--- src/rtl/diq_pkg.sv ---
package diq_pkg;

    // fixed field widths
    localparam int SAMPLE_WIDTH    = 24;
    localparam int MAX_CODE_BITS   = 16;
    localparam int CODE_WIDTH      = 17;
    localparam int BITS_WIDTH      = 5;
    localparam int VREF_WIDTH      = 23;
    localparam int CPV_WIDTH       = 32;
    localparam int COUNT_WIDTH     = 16;
    localparam int CFG_INDEX_WIDTH = 3;
    localparam int CFG_DATA_WIDTH  = 32;
    localparam int PROD_WIDTH      = 56;
    localparam int IDX_SHIFT       = 36;

    // register reset values
    localparam logic [BITS_WIDTH-1:0]  CODE_BITS_RST = 5'd12;
    localparam logic [VREF_WIDTH-1:0]  VREF_RST      = 23'h10_0000;
    localparam logic [CPV_WIDTH-1:0]   CPV_RST       = 32'h0800_0000;
    localparam logic [COUNT_WIDTH-1:0] DECIM_RST     = 16'd1;

    // configuration register indexes
    typedef enum logic [CFG_INDEX_WIDTH-1:0] {
        REG_CODE_BITS      = 3'd0,
        REG_REFERENCE      = 3'd1,
        REG_CODES_PER_VOLT = 3'd2,
        REG_TWOS_COMP      = 3'd3,
        REG_DECIMATION     = 3'd4,
        REG_CAPTURE_OFFSET = 3'd5,
        REG_INIT_CODE_I    = 3'd6,
        REG_INIT_CODE_Q    = 3'd7
    } reg_index_t;

    // controller states
    typedef enum logic [2:0] {
        ST_IDLE,
        ST_MUL_IDX,
        ST_MUL_LVL,
        ST_FINISH,
        ST_POST
    } state_t;

    // shared multiplier operation
    typedef enum logic [1:0] {
        OP_NONE,
        OP_IDX,
        OP_LVL
    } mul_op_t;

    typedef struct packed {
        logic    accept;
        mul_op_t op;
        logic    rail_q;
        logic    finish;
        logic    load_out;
    } dp_cmd_t;

    typedef struct packed {
        logic convert;
    } dp_status_t;

endpackage

--- src/rtl/diq_sample_if.sv ---
interface diq_sample_if;
    logic                                       valid;
    logic                                       ready;
    logic signed [diq_pkg::SAMPLE_WIDTH-1:0]    sample_i;
    logic signed [diq_pkg::SAMPLE_WIDTH-1:0]    sample_q;

    modport source (output valid, output sample_i, output sample_q, input ready);
    modport sink (input valid, input sample_i, input sample_q, output ready);
endinterface

--- src/rtl/diq_result_if.sv ---
interface diq_result_if;
    logic                                       valid;
    logic                                       ready;
    logic signed [diq_pkg::CODE_WIDTH-1:0]      code_i;
    logic signed [diq_pkg::CODE_WIDTH-1:0]      code_q;
    logic signed [diq_pkg::SAMPLE_WIDTH-1:0]    level_i;
    logic signed [diq_pkg::SAMPLE_WIDTH-1:0]    level_q;
    logic                                       converted;

    modport source (output valid, output code_i, output code_q, output level_i,
                    output level_q, output converted, input ready);
    modport sink (input valid, input code_i, input code_q, input level_i,
                  input level_q, input converted, output ready);
endinterface

--- src/rtl/diq_cfg_if.sv ---
interface diq_cfg_if;
    logic                                   valid;
    logic                                   ready;
    logic [diq_pkg::CFG_INDEX_WIDTH-1:0]    index;
    logic [diq_pkg::CFG_DATA_WIDTH-1:0]     data;

    modport source (output valid, output index, output data, input ready);
    modport sink (input valid, input index, input data, output ready);
endinterface

--- src/rtl/diq_datapath.sv ---
module diq_datapath (
    input  logic                                    clk,
    input  logic                                    rst_n,
    input  diq_pkg::dp_cmd_t                        cmd,
    output diq_pkg::dp_status_t                     status,
    input  logic                                    cfg_we,
    input  logic [diq_pkg::CFG_INDEX_WIDTH-1:0]     cfg_index,
    input  logic [diq_pkg::CFG_DATA_WIDTH-1:0]      cfg_data,
    input  logic signed [diq_pkg::SAMPLE_WIDTH-1:0] sample_i,
    input  logic signed [diq_pkg::SAMPLE_WIDTH-1:0] sample_q,
    output logic signed [diq_pkg::CODE_WIDTH-1:0]   code_i,
    output logic signed [diq_pkg::CODE_WIDTH-1:0]   code_q,
    output logic signed [diq_pkg::SAMPLE_WIDTH-1:0] level_i,
    output logic signed [diq_pkg::SAMPLE_WIDTH-1:0] level_q,
    output logic                                    converted
);

    // configuration registers
    logic [diq_pkg::BITS_WIDTH-1:0]   code_bits_reg;
    logic [diq_pkg::VREF_WIDTH-1:0]   vref_reg;
    logic [diq_pkg::CPV_WIDTH-1:0]    cpv_reg;
    logic                             twos_reg;
    logic [diq_pkg::COUNT_WIDTH-1:0]  decim_reg;
    logic [diq_pkg::COUNT_WIDTH-1:0]  offset_reg;

    // item state
    logic [diq_pkg::COUNT_WIDTH-1:0]         window_count_reg;
    logic signed [diq_pkg::SAMPLE_WIDTH-1:0] captured_i_reg;
    logic signed [diq_pkg::SAMPLE_WIDTH-1:0] captured_q_reg;
    logic signed [diq_pkg::CODE_WIDTH-1:0]   held_code_i_reg;
    logic signed [diq_pkg::CODE_WIDTH-1:0]   held_code_q_reg;
    logic signed [diq_pkg::SAMPLE_WIDTH-1:0] held_level_i_reg;
    logic signed [diq_pkg::SAMPLE_WIDTH-1:0] held_level_q_reg;
    logic                                    any_conv_reg;
    logic                                    conv_reg;

    // arithmetic registers
    logic [diq_pkg::PROD_WIDTH-1:0]      prod_reg;
    logic [diq_pkg::MAX_CODE_BITS-1:0]   idx_reg;

    // output register payload
    logic signed [diq_pkg::CODE_WIDTH-1:0]   out_code_i_reg;
    logic signed [diq_pkg::CODE_WIDTH-1:0]   out_code_q_reg;
    logic signed [diq_pkg::SAMPLE_WIDTH-1:0] out_level_i_reg;
    logic signed [diq_pkg::SAMPLE_WIDTH-1:0] out_level_q_reg;
    logic                                    out_conv_reg;

    logic [diq_pkg::BITS_WIDTH-1:0]          bits_c;
    logic [diq_pkg::COUNT_WIDTH-1:0]         factor_c;
    logic [diq_pkg::COUNT_WIDTH-1:0]         phase_c;
    logic [diq_pkg::COUNT_WIDTH-1:0]         wc_inc_c;
    logic signed [diq_pkg::SAMPLE_WIDTH-1:0] x_c;
    logic signed [diq_pkg::SAMPLE_WIDTH:0]   x_ext_c;
    logic signed [diq_pkg::SAMPLE_WIDTH:0]   vref_s_c;
    logic signed [diq_pkg::SAMPLE_WIDTH:0]   nvref_s_c;
    logic signed [diq_pkg::SAMPLE_WIDTH:0]   x_clamp_c;
    logic signed [diq_pkg::SAMPLE_WIDTH:0]   x_shift_c;
    logic [diq_pkg::SAMPLE_WIDTH-1:0]        mul_a_c;
    logic [diq_pkg::CPV_WIDTH-1:0]           mul_b_c;
    logic [diq_pkg::PROD_WIDTH-1:0]          product_c;
    logic [19:0]                             idx_raw_c;
    logic [diq_pkg::CODE_WIDTH-1:0]          levels_m1_c;
    logic [diq_pkg::CODE_WIDTH-1:0]          half_c;
    logic [diq_pkg::MAX_CODE_BITS-1:0]       idx_sat_c;
    logic [diq_pkg::CODE_WIDTH-1:0]          odd_c;
    logic [40:0]                             num_round_c;
    logic [40:0]                             num_shift_c;
    logic signed [diq_pkg::SAMPLE_WIDTH:0]   level_c;
    logic [diq_pkg::CODE_WIDTH-1:0]          code_c;
    logic signed [diq_pkg::CODE_WIDTH-1:0]   init_code_c;

    // effective resolution, window length and capture phase
    always_comb
    begin
        if (code_bits_reg == 5'd0)
            bits_c = 5'd1;
        else if (code_bits_reg > 5'(diq_pkg::MAX_CODE_BITS))
            bits_c = 5'(diq_pkg::MAX_CODE_BITS);
        else
            bits_c = code_bits_reg;
        factor_c = (decim_reg == 16'd0) ? 16'd1 : decim_reg;
        phase_c  = (offset_reg < factor_c) ? offset_reg : factor_c - 16'd1;
        wc_inc_c = window_count_reg + 16'd1;
    end

    assign status.convert = (wc_inc_c >= factor_c);

    // rail clamp and shift to the unsigned range
    always_comb
    begin
        x_c       = cmd.rail_q ? captured_q_reg : captured_i_reg;
        x_ext_c   = {x_c[diq_pkg::SAMPLE_WIDTH-1], x_c};
        vref_s_c  = $signed({2'b00, vref_reg});
        nvref_s_c = -vref_s_c;
        if (x_ext_c < nvref_s_c)
            x_clamp_c = nvref_s_c;
        else if (x_ext_c > vref_s_c)
            x_clamp_c = vref_s_c;
        else
            x_clamp_c = x_ext_c;
        x_shift_c = x_clamp_c + vref_s_c;
    end

    // index saturation from the registered product
    always_comb
    begin
        idx_raw_c   = prod_reg[diq_pkg::IDX_SHIFT+19:diq_pkg::IDX_SHIFT];
        levels_m1_c = (17'd1 << bits_c) - 17'd1;
        half_c      = 17'd1 << (bits_c - 5'd1);
        if ({3'b000, levels_m1_c} < idx_raw_c)
            idx_sat_c = levels_m1_c[diq_pkg::MAX_CODE_BITS-1:0];
        else
            idx_sat_c = idx_raw_c[diq_pkg::MAX_CODE_BITS-1:0];
        odd_c = {idx_sat_c, 1'b1};
    end

    // shared multiplier operand select
    always_comb
    begin
        case (cmd.op)
            diq_pkg::OP_IDX:
            begin
                mul_a_c = x_shift_c[diq_pkg::SAMPLE_WIDTH-1:0];
                mul_b_c = cpv_reg;
            end
            diq_pkg::OP_LVL:
            begin
                mul_a_c = {7'd0, odd_c};
                mul_b_c = {9'd0, vref_reg};
            end
            default:
            begin
                mul_a_c = '0;
                mul_b_c = '0;
            end
        endcase
        product_c = 56'(mul_a_c) * 56'(mul_b_c);
    end

    // level rounding and code format
    always_comb
    begin
        num_round_c = {1'b0, prod_reg[39:0]} + {24'd0, half_c};
        num_shift_c = num_round_c >> bits_c;
        level_c     = $signed({1'b0, num_shift_c[diq_pkg::SAMPLE_WIDTH-1:0]}) - vref_s_c;
        code_c      = {1'b0, idx_reg} - (twos_reg ? half_c : 17'd0);
        init_code_c = $signed(cfg_data[diq_pkg::CODE_WIDTH-1:0]);
    end

    // configuration, window and held state
    always_ff @(posedge clk or negedge rst_n)
    begin
        if (!rst_n)
        begin
            code_bits_reg    <= diq_pkg::CODE_BITS_RST;
            vref_reg         <= diq_pkg::VREF_RST;
            cpv_reg          <= diq_pkg::CPV_RST;
            twos_reg         <= 1'b0;
            decim_reg        <= diq_pkg::DECIM_RST;
            offset_reg       <= '0;
            window_count_reg <= '0;
            captured_i_reg   <= '0;
            captured_q_reg   <= '0;
            held_code_i_reg  <= '0;
            held_code_q_reg  <= '0;
            held_level_i_reg <= '0;
            held_level_q_reg <= '0;
            any_conv_reg     <= 1'b0;
            conv_reg         <= 1'b0;
        end
        else
        begin
            if (cfg_we)
            begin
                case (diq_pkg::reg_index_t'(cfg_index))
                    diq_pkg::REG_CODE_BITS:
                        code_bits_reg <= cfg_data[diq_pkg::BITS_WIDTH-1:0];
                    diq_pkg::REG_REFERENCE:
                        vref_reg <= cfg_data[diq_pkg::VREF_WIDTH-1:0];
                    diq_pkg::REG_CODES_PER_VOLT:
                        cpv_reg <= cfg_data;
                    diq_pkg::REG_TWOS_COMP:
                        twos_reg <= cfg_data[0];
                    diq_pkg::REG_DECIMATION:
                        decim_reg <= cfg_data[diq_pkg::COUNT_WIDTH-1:0];
                    diq_pkg::REG_CAPTURE_OFFSET:
                        offset_reg <= cfg_data[diq_pkg::COUNT_WIDTH-1:0];
                    diq_pkg::REG_INIT_CODE_I:
                        if (!any_conv_reg)
                            held_code_i_reg <= init_code_c;
                    diq_pkg::REG_INIT_CODE_Q:
                        if (!any_conv_reg)
                            held_code_q_reg <= init_code_c;
                    default:
                    begin
                    end
                endcase
            end
            if (cmd.accept)
            begin
                if (window_count_reg == phase_c)
                begin
                    captured_i_reg <= sample_i;
                    captured_q_reg <= sample_q;
                end
                window_count_reg <= status.convert ? 16'd0 : wc_inc_c;
                conv_reg         <= status.convert;
            end
            if (cmd.finish)
            begin
                any_conv_reg <= 1'b1;
                if (cmd.rail_q)
                begin
                    held_code_q_reg  <= $signed(code_c);
                    held_level_q_reg <= level_c[diq_pkg::SAMPLE_WIDTH-1:0];
                end
                else
                begin
                    held_code_i_reg  <= $signed(code_c);
                    held_level_i_reg <= level_c[diq_pkg::SAMPLE_WIDTH-1:0];
                end
            end
        end
    end

    // multiplier product and index registers
    always_ff @(posedge clk)
    begin
        if (cmd.op != diq_pkg::OP_NONE)
            prod_reg <= product_c;
        if (cmd.op == diq_pkg::OP_LVL)
            idx_reg <= idx_sat_c;
    end

    // output register payload
    always_ff @(posedge clk)
    begin
        if (cmd.load_out)
        begin
            out_code_i_reg  <= held_code_i_reg;
            out_code_q_reg  <= held_code_q_reg;
            out_level_i_reg <= held_level_i_reg;
            out_level_q_reg <= held_level_q_reg;
            out_conv_reg    <= conv_reg;
        end
    end

    assign code_i    = out_code_i_reg;
    assign code_q    = out_code_q_reg;
    assign level_i   = out_level_i_reg;
    assign level_q   = out_level_q_reg;
    assign converted = out_conv_reg;

endmodule

--- src/rtl/diq_controller.sv ---
module diq_controller (
    input  logic                clk,
    input  logic                rst_n,
    input  logic                in_valid,
    output logic                in_ready,
    output logic                out_valid,
    input  logic                out_ready,
    input  diq_pkg::dp_status_t status,
    output diq_pkg::dp_cmd_t    cmd
);

    diq_pkg::state_t state_reg;
    diq_pkg::state_t state_next;
    logic            rail_reg;
    logic            rail_next;
    logic            out_valid_reg;
    logic            out_valid_next;
    logic            out_free;

    assign out_free = !out_valid_reg || out_ready;

    // next state
    always_comb
    begin
        state_next = state_reg;
        rail_next  = rail_reg;
        case (state_reg)
            diq_pkg::ST_IDLE:
            begin
                if (in_valid)
                begin
                    rail_next  = 1'b0;
                    state_next = status.convert ? diq_pkg::ST_MUL_IDX : diq_pkg::ST_POST;
                end
            end
            diq_pkg::ST_MUL_IDX:
                state_next = diq_pkg::ST_MUL_LVL;
            diq_pkg::ST_MUL_LVL:
                state_next = diq_pkg::ST_FINISH;
            diq_pkg::ST_FINISH:
            begin
                if (rail_reg)
                    state_next = diq_pkg::ST_POST;
                else
                begin
                    rail_next  = 1'b1;
                    state_next = diq_pkg::ST_MUL_IDX;
                end
            end
            diq_pkg::ST_POST:
            begin
                if (out_free)
                    state_next = diq_pkg::ST_IDLE;
            end
            default:
                state_next = diq_pkg::ST_IDLE;
        endcase
    end

    // command outputs
    always_comb
    begin
        in_ready     = 1'b0;
        cmd.accept   = 1'b0;
        cmd.op       = diq_pkg::OP_NONE;
        cmd.rail_q   = rail_reg;
        cmd.finish   = 1'b0;
        cmd.load_out = 1'b0;
        case (state_reg)
            diq_pkg::ST_IDLE:
            begin
                in_ready   = 1'b1;
                cmd.accept = in_valid;
            end
            diq_pkg::ST_MUL_IDX:
                cmd.op = diq_pkg::OP_IDX;
            diq_pkg::ST_MUL_LVL:
                cmd.op = diq_pkg::OP_LVL;
            diq_pkg::ST_FINISH:
                cmd.finish = 1'b1;
            diq_pkg::ST_POST:
                cmd.load_out = out_free;
            default:
            begin
            end
        endcase
    end

    // output beat valid
    always_comb
    begin
        if (cmd.load_out)
            out_valid_next = 1'b1;
        else if (out_ready)
            out_valid_next = 1'b0;
        else
            out_valid_next = out_valid_reg;
    end

    always_ff @(posedge clk or negedge rst_n)
    begin
        if (!rst_n)
        begin
            state_reg     <= diq_pkg::ST_IDLE;
            rail_reg      <= 1'b0;
            out_valid_reg <= 1'b0;
        end
        else
        begin
            state_reg     <= state_next;
            rail_reg      <= rail_next;
            out_valid_reg <= out_valid_next;
        end
    end

    assign out_valid = out_valid_reg;

endmodule

--- src/rtl/decimating_iq_adc_quantizer.sv ---
// Decimating I/Q quantizer: one sample beat in, one result beat out for every
// sample. A sample that does not end a decimation window goes from IDLE to
// POST; one that ends a window runs MUL_IDX, MUL_LVL and FINISH for I, then Q,
// as the single shared 24x32 multiplier is used four times in turn (index and
// rebuilt level, I then Q). A finished result sits in the output register
// while the next sample beat is taken. Configuration writes are accepted in
// every cycle and must be issued only while no sample is in flight.
module decimating_iq_adc_quantizer (
    input  logic                clk,
    input  logic                rst_n,
    diq_sample_if.sink          samples,
    diq_result_if.source        results,
    diq_cfg_if.sink             cfg
);

    diq_pkg::dp_cmd_t    cmd;
    diq_pkg::dp_status_t status;

    // configuration channel never stalls
    assign cfg.ready = 1'b1;

    diq_controller u_ctrl (
        .clk       (clk),
        .rst_n     (rst_n),
        .in_valid  (samples.valid),
        .in_ready  (samples.ready),
        .out_valid (results.valid),
        .out_ready (results.ready),
        .status    (status),
        .cmd       (cmd)
    );

    diq_datapath u_dp (
        .clk       (clk),
        .rst_n     (rst_n),
        .cmd       (cmd),
        .status    (status),
        .cfg_we    (cfg.valid),
        .cfg_index (cfg.index),
        .cfg_data  (cfg.data),
        .sample_i  (samples.sample_i),
        .sample_q  (samples.sample_q),
        .code_i    (results.code_i),
        .code_q    (results.code_q),
        .level_i   (results.level_i),
        .level_q   (results.level_q),
        .converted (results.converted)
    );

endmodule

--- src/flat_wrapper.sv ---
// flat-port wrapper written by rule: the top's interface ports become plain ports
module decimating_iq_adc_quantizer_flat 
  (clk, rst_n, samples_valid, samples_sample_i, samples_sample_q, samples_ready, results_valid, results_code_i, results_code_q, results_level_i, results_level_q, results_converted, results_ready, cfg_valid, cfg_index, cfg_data, cfg_ready);
  diq_sample_if samples_i ();
  diq_result_if results_i ();
  diq_cfg_if cfg_i ();
  input  logic clk;
  input  logic rst_n;
  input wire logic [$bits(samples_i.valid)-1:0] samples_valid;
  input wire logic [$bits(samples_i.sample_i)-1:0] samples_sample_i;
  input wire logic [$bits(samples_i.sample_q)-1:0] samples_sample_q;
  output wire logic [$bits(samples_i.ready)-1:0] samples_ready;
  output wire logic [$bits(results_i.valid)-1:0] results_valid;
  output wire logic [$bits(results_i.code_i)-1:0] results_code_i;
  output wire logic [$bits(results_i.code_q)-1:0] results_code_q;
  output wire logic [$bits(results_i.level_i)-1:0] results_level_i;
  output wire logic [$bits(results_i.level_q)-1:0] results_level_q;
  output wire logic [$bits(results_i.converted)-1:0] results_converted;
  input wire logic [$bits(results_i.ready)-1:0] results_ready;
  input wire logic [$bits(cfg_i.valid)-1:0] cfg_valid;
  input wire logic [$bits(cfg_i.index)-1:0] cfg_index;
  input wire logic [$bits(cfg_i.data)-1:0] cfg_data;
  output wire logic [$bits(cfg_i.ready)-1:0] cfg_ready;
  assign samples_i.valid = samples_valid;
  assign samples_i.sample_i = samples_sample_i;
  assign samples_i.sample_q = samples_sample_q;
  assign samples_ready = samples_i.ready;
  assign results_valid = results_i.valid;
  assign results_code_i = results_i.code_i;
  assign results_code_q = results_i.code_q;
  assign results_level_i = results_i.level_i;
  assign results_level_q = results_i.level_q;
  assign results_converted = results_i.converted;
  assign results_i.ready = results_ready;
  assign cfg_i.valid = cfg_valid;
  assign cfg_i.index = cfg_index;
  assign cfg_i.data = cfg_data;
  assign cfg_ready = cfg_i.ready;
  decimating_iq_adc_quantizer u_core (.clk(clk), .rst_n(rst_n), .samples(samples_i), .results(results_i), .cfg(cfg_i));
endmodule
--- config.mk ---
export PLATFORM = sky130hd
export DESIGN_NAME = decimating_iq_adc_quantizer_flat
export DESIGN_NICKNAME = d
export VERILOG_FILES = /design/src/rtl/diq_pkg.sv /design/src/rtl/diq_sample_if.sv /design/src/rtl/diq_result_if.sv /design/src/rtl/diq_cfg_if.sv /design/src/rtl/diq_datapath.sv /design/src/rtl/diq_controller.sv /design/src/rtl/decimating_iq_adc_quantizer.sv /design/src/flat_wrapper.sv
export SDC_FILE = /design/constraint.sdc
export NUM_CORES = 2
export LEC_CHECK = 0
export BUFFER_PORTS_ARGS = -buffer_cell sky130_fd_sc_hd__buf_2
export CELL_PAD_IN_SITES_DETAIL_PLACEMENT = 2
export CELL_PAD_IN_SITES_GLOBAL_PLACEMENT = 2
export CORE_MARGIN = 2
export CORE_UTILIZATION = 41
export DETAILED_ROUTE_END_ITERATION = 8
export GPL_TIMING_DRIVEN = 0
export HOLD_SLACK_MARGIN = 0.15
export PLACE_DENSITY_LB_ADDON = 0.3
export SLEW_MARGIN = 20
export SYNTH_ARGS = -nofsm -noshare
export SYNTH_HDL_FRONTEND = slang
export SYNTH_SLANG_ARGS = --single-unit
--- constraint.sdc ---
create_clock -name clk -period 19.1 [get_ports clk]
set_input_delay 2.865 -clock clk [delete_from_list [all_inputs] [get_ports clk]]
set_output_delay 2.865 -clock clk [all_outputs]
set_load 0.005 [all_outputs]
After elaboration in Yosys (flattened, before gate mapping)
Index checks and enable logic that the tools add are counted.
Word-level totals
  RAM bits: 0
  output and inout port bits: 86
  register bits: 401
  bits in latches: 0
  bits in read-only memories: 0
  input port bits: 88
  logic and storage cells: 117
  memories: 0
Cells by class
  multiplexer cells: 36
  $add $sub $neg: 9
  shift operators: 3
  multiply operators: 1
  order comparisons: 6
  divide/modulo/power cells: 0
  reduce and logical (&&, ||, !) cells: 20
  bitwise gates (word level): 1
  equal/unequal tests: 16
Operators by type and width (number)
  2-to-1 mux 17 bit: 11
  2-to-1 mux 24 bit: 3
  2-to-1 mux 16 bit: 4
  one-hot mux 32 bit (2 select lines): 1
  multiplier 24 x 32 -> 56 bit: 1
  one-hot mux 24 bit (2 select lines): 1
  adder 40 x 17 -> 41 bit: 1
  >> shifter 41 x 5 -> 24 bit: 1
  left shift 1 x 5 -> 17 bit (first input constant): 2
  less-than comparator 24 x 25 -> 1 bit: 1
  negation 23 -> 25 bit: 1
  adder 24 bit: 1
  greater-than comparator 24 bit: 1
  subtractor 24 x 23 -> 24 bit: 1
  AND reduction 2 bit: 11
  less-than comparator 17 x 20 -> 1 bit: 1
  subtractor 16 x 17 -> 17 bit: 1
  subtractor 17 x 1 -> 17 bit (second input constant): 1
  adder 16 x 1 -> 16 bit (second input constant): 1
  == test 16 bit: 1
  greater-or-equal comparator 16 bit: 1
  zero test 16 bit: 1
  less-than comparator 16 bit: 1
  subtractor 16 x 1 -> 16 bit (second input constant): 1
  20 further kinds: 42

Logic depth before layout (Yosys ltp)
  depth in word-level cells: 9
  gate-level depth with buffers: 60
  depth with buffers taken out: 57

By module
A second synthesis with hierarchy kept.
Unflattened totals
  cell total of the unflattened synthesis: 5449
  area total of the unflattened synthesis: 49764.0 um2
By module, submodules not included
  diq_datapath: area each 49461.2 um2, cells an instance 5417, sequential area each 10691.5 um2, times used 1
  diq_controller: area each 291.5 um2, cells an instance 30, sequential area each 125.1 um2, times used 1
  decimating_iq_adc_quantizer: area each 11.3 um2, cells an instance 2, sequential area each 0.0 um2, times used 1

Worst setup path after synthesis
OpenSTA, ideal clock, no wires.
  path kind: flip-flop to flip-flop
  from: register u_core.u_dp.vref_reg[2] (netlist bit)
  to: register u_core.u_dp.prod_reg[55] (netlist bit) (data pin)
  buffers on the path: 2
  clock period less this slack: 13.458 ns
  stages on the path, launching flop included: 51
  arrival: 13.197 ns
  setup slack: 5.642 ns
  data required time: 18.839 ns
  library setup time: 0.261 ns
  cells stage by stage: dfrtp_1 -> nor3_1 -> nand3_1 -> nor3_1 -> nand2_1 -> nor4_1 -> nand2_1 -> nor3_1 -> xnor2_1 -> ha_1 -> a21o_1 -> a211oi_1 -> nand4b_1 -> o311ai_1 -> clkbuf_1 -> o21ai_0 -> fa_1 -> a21o_1 -> (+15 left out) -> fa_1 -> fa_1 -> fa_1 -> inv_1 -> fa_1 -> inv_1 -> ha_1 -> a21o_1 -> a21o_1 -> a21oi_1 -> o21ai_0 -> a211oi_1 -> o21ai_0 -> o41ai_1 -> o21ai_0 -> a21boi_0 -> o21ai_0 -> xnor2_1
Between the ends
  longest elaborated chain between the ends: 6
  elaborated cells between the ends (all ways): 9
  classes of those cells: 2 x add/sub; 1 x mul; 2 x order compare; 4 x mux
Ends and longest elaborated chain
  from (decl): RTL line diq_datapath.sv:20  | logic [diq_pkg::VREF_WIDTH-1:0] vref_reg;
  from (signal assigned): RTL line diq_datapath.sv:156  | vref_reg <= diq_pkg::VREF_RST;
  from (signal assigned): RTL line diq_datapath.sv:179  | vref_reg <= cfg_data[diq_pkg::VREF_WIDTH-1:0];
  negation 23 -> 25 bit or greater-than comparator 24 bit (tied branches): RTL line diq_datapath.sv:94, diq_datapath.sv:97
  less-than comparator 24 x 25 -> 1 bit or 2-to-1 mux 24 bit (tied branches): RTL line diq_datapath.sv:95, diq_datapath.sv:97
  2-to-1 mux 24 bit: RTL line diq_datapath.sv:95  | if (x_ext_c < nvref_s_c)
  adder 24 bit: RTL line diq_datapath.sv:101  | x_shift_c = x_clamp_c + vref_s_c;
  one-hot mux 24 bit (2 select lines): RTL line diq_datapath.sv:120  | case (cmd.op)
  multiplier 24 x 32 -> 56 bit (*): RTL line diq_datapath.sv:137  | product_c = 56'(mul_a_c) * 56'(mul_b_c);
  named net u_core.u_dp.product_c, one bit: RTL line diq_datapath.sv:60  | logic [diq_pkg::PROD_WIDTH-1:0] product_c;
  to (signal assigned): RTL line diq_datapath.sv:230  | prod_reg <= product_c;
  to (decl): RTL line diq_datapath.sv:38  | logic [diq_pkg::PROD_WIDTH-1:0] prod_reg;
Mark *: on every way through the listed nets, which the timed path passes. The rest lies on a longest branch.
A chain may end at the register's enable or synchronous reset.

Worst setup path after layout
  from: register u_core.u_dp.vref_reg[0] (netlist bit)
  to: register u_core.u_dp.prod_reg[54] (netlist bit) (data pin)
Same word-level chain as after synthesis.

==> results.yml <==
run_status:
  outcome: "finished, final reports clean"
sta:
  skew_ns: 0.0454
  hold_viol_final: 0
  maxSlewViolCount: 0
  whs_ns: 0.442
  period_minus_slack_ns: 18.43
  fin_crit_sh_pct: 96.5
  finalSetupTns_ns: 0
  max_freq_ghz: 0.0543
  worst_pin_slew_ns: 1.29
  final-setup-viol-count: 0
  slew-limit-headroom_pct: 13.3
routing:
  routed_wl_mm: 218
  firstDrtPassIters: 5
  drt_iter0_markers: 2897
  drtAntennaViolNets: 0
  drc: 0
  wire_per_inst_um: 29.5
  num_vias: 42900
  vias_per_cell: 5.81
worst_setup_path:
  cpPeakStageDelay_ns: 0.84
  path_max_fanout: 10
  critPathArrivalTime_ns: 18.87
  worst_path_max_delay_cell: "clkdlybuf4s15_1"
  cp-start-kind: "register"
  path_class: "register to register"
  cp.required_ns: 19.54
  crit_start: "u_core.u_dp.vref_reg[0]$_DFFE_PN0P_"
  endpoint_kind: "register"
  rr_startpoint: "u_core.u_dp.vref_reg[0]$_DFFE_PN0P_"
  crit_top_cell: "fa_1"
  path_buf_inv: 5
  critPathTopFamily: "compound AO/OA/AOI/OAI gates"
global_route:
  grt_pass1_wl_mm: 327
  grt_start_max_net_pins: 89
  antenna_found_initial: 19
  grt_usage_pct: 35.2
  grt.overflow.total: 0
  grt_pass1_vias: 49600
layout:
  mostFrequentLayoutCells: "nand2_1 (886), inv_1 (885), fa_1 (662), nor2_1 (369), ha_1 (362)"
  layout-drive-gt1-share_pct: 8.47
  fin_cells: 7381
  final_area_sq_um: 54800
  syn2layout_area_growth_pct: 10.4
  final_common_cell: "nand2_1"
  fin_nets: 6828
  final_util_pct: 45.7
  largest_register_ffs: 56
clock_tree:
  root_buffer: "clkbuf_16"
  clk_path_buf_depth: 3
  cts_buffers: 51
  htree_num_levels: 2
  cts_tree: "yes"
  cts_sinks: 401
  clk-insertion-delay-late_ns: 0.70
  clkSlewWorstSetupHoldPaths_ns: 0.06
placed_design:
  hpwl_mm: 179
  gp_congestion: 0.982
  dp_cells: 7275
  port_buffers: 171
  placed_cell_area_sq_um: 52800
synth:
  synthArstFlopShare_pct: 61.3
  ys_warn_count: 0
  netlist_instances: 5478
  synthFlopType: "dfrtp_1"
  syn_area_per_cell_sq_um: 9.06
  synth_seq_area_share_pct: 21.8
  netlist_area_sq_um: 49600
  synth_edf_count: 155
  synth-seq-cells: 401
  synth_cell_type_count: 86
die:
  fp.dieH_um: 352
  die_x_um: 352
  row_count: 127
  core_area_sq_um: 120000
  start_util_pct: 41.4
  dieArea_sq_um: 124000
  io_pins: 174
hold_path:
  hp-start: "u_core.u_dp.held_code_q_reg[6]$_DFF_PN0_"
  hp-class: "register to register"
pwr:
  power_density_nw_per_um2: 79.8
  ir_drop_uv: 80.6
  leakage_nw: 25.6
run:
  drv_cap: 0
path summary, 6_finish.rpt:
check	slack (ns)	cells past startpoint	endpoint
worst min-delay path	0.44	0	u_core.u_dp.code_q[6]$_DFFE_PP_
max in group asynchronous	15.58	3	u_core.u_dp.held_level_i_reg[9]$_DFFE_PN0P_
worst max register to register	0.67	52	u_core.u_dp.prod_reg[54]$_DFFE_PP_
min in group asynchronous	2.18	1	u_core.u_dp.window_count_reg[11]$_DFFE_PN0P_
worst max-delay path	0.67	52	u_core.u_dp.prod_reg[54]$_DFFE_PP_
worst min register to register	0.44	0	u_core.u_dp.code_q[6]$_DFFE_PP_
routing by layer:
layer	share of wire [%]	GRT usage (%)	vias to the layer above
li1	-	-	18200
met1	38	41.3	22500
met2	49	60.5	1606
met3	6.6	6.31	605
met4	6.6	20.3	6
met5	0.016	0	-
per-stage QoR:
step / setup slack, ns / power (mW)
2_1_floorplan: 5.64 / 2.41
3_3_place_gp: -0.273 / 3.08
3_5_place_dp: 0.322 / 3.21
4_1_cts: 0.0110 / 4.35
5_1_grt: -0.0287 / 4.56
6_report: 0.670 / 4.37
report_power, final:
group          internal, mW  total, mW  switching, mW
combinational         0.641       1.95           1.31
sequential             1.14       1.33          0.189
clock                 0.627       1.09          0.465
total                  2.41       4.37           1.97
kinds of logic (layout without fill, tap and decap cells):
| logic type | after synthesis | in the layout | share of synthesized area, % |
|---|---|---|---|
| AO/OA/AOI/OAI | 824 | 824 | 10.5 |
| other | 2 | 13 | 0.0151 |
| flip-flops | 401 | 401 | 21.8 |
| AND/OR/NAND/NOR | 1648 | 1648 | 14.3 |
| multiplexers | 231 | 231 | 5.29 |
| buffers and inverters | 1142 | 1422 | 8.70 |
| adder cells (fa/ha/maj) | 1024 | 1024 | 35.8 |
| XOR/XNOR | 206 | 206 | 3.63 |
cell type report:
cell class	count	area (sq um)
Buffer	253	997
Clock inverter	33	494
Multi-Input combinational cell	3936	34700
Timing Repair Buffer	184	1080
Clock buffer	63	1360
Inverter	889	3340
Sequential cell	401	10800
Tap cell	1612	2020
Antenna cell	10	25.0
Fill cell	13200	65200
timing repair:
item,CTS,global route
hold buffers,0,0
gates resized for setup,0,13
hold endpoints to repair,0,0
buffers inserted,0,0
setup endpoints to repair,0,10
cell usage after synthesis, types with 34 or more instances:
| master | n | share of area, % |
|---|---|---|
| nor2_1 | 370 | 2.8 |
| nand2_1 | 886 | 6.7 |
| fa_1 | 662 | 27 |
| nand4_1 | 34 | 0.43 |
| a211oi_1 | 57 | 0.86 |
| nand3_1 | 70 | 0.71 |
| dfrtp_1 | 241 | 12 |
| mux2i_1 | 75 | 1.5 |
| nor3_1 | 61 | 0.61 |
| xnor2_1 | 142 | 2.5 |
| inv_1 | 886 | 6.7 |
| mux2_2 | 132 | 3.0 |
| edfxtp_1 | 155 | 9.4 |
| o21ai_0 | 237 | 2.4 |
| ha_1 | 362 | 9.1 |
| and2_1 | 66 | 0.83 |
| a21oi_1 | 188 | 1.9 |
| nor2b_1 | 37 | 0.47 |
| a21o_1 | 79 | 1.2 |
| clkbuf_1 | 225 | 1.7 |
| xor2_1 | 64 | 1.1 |
(Power assumes the default switching activity.)
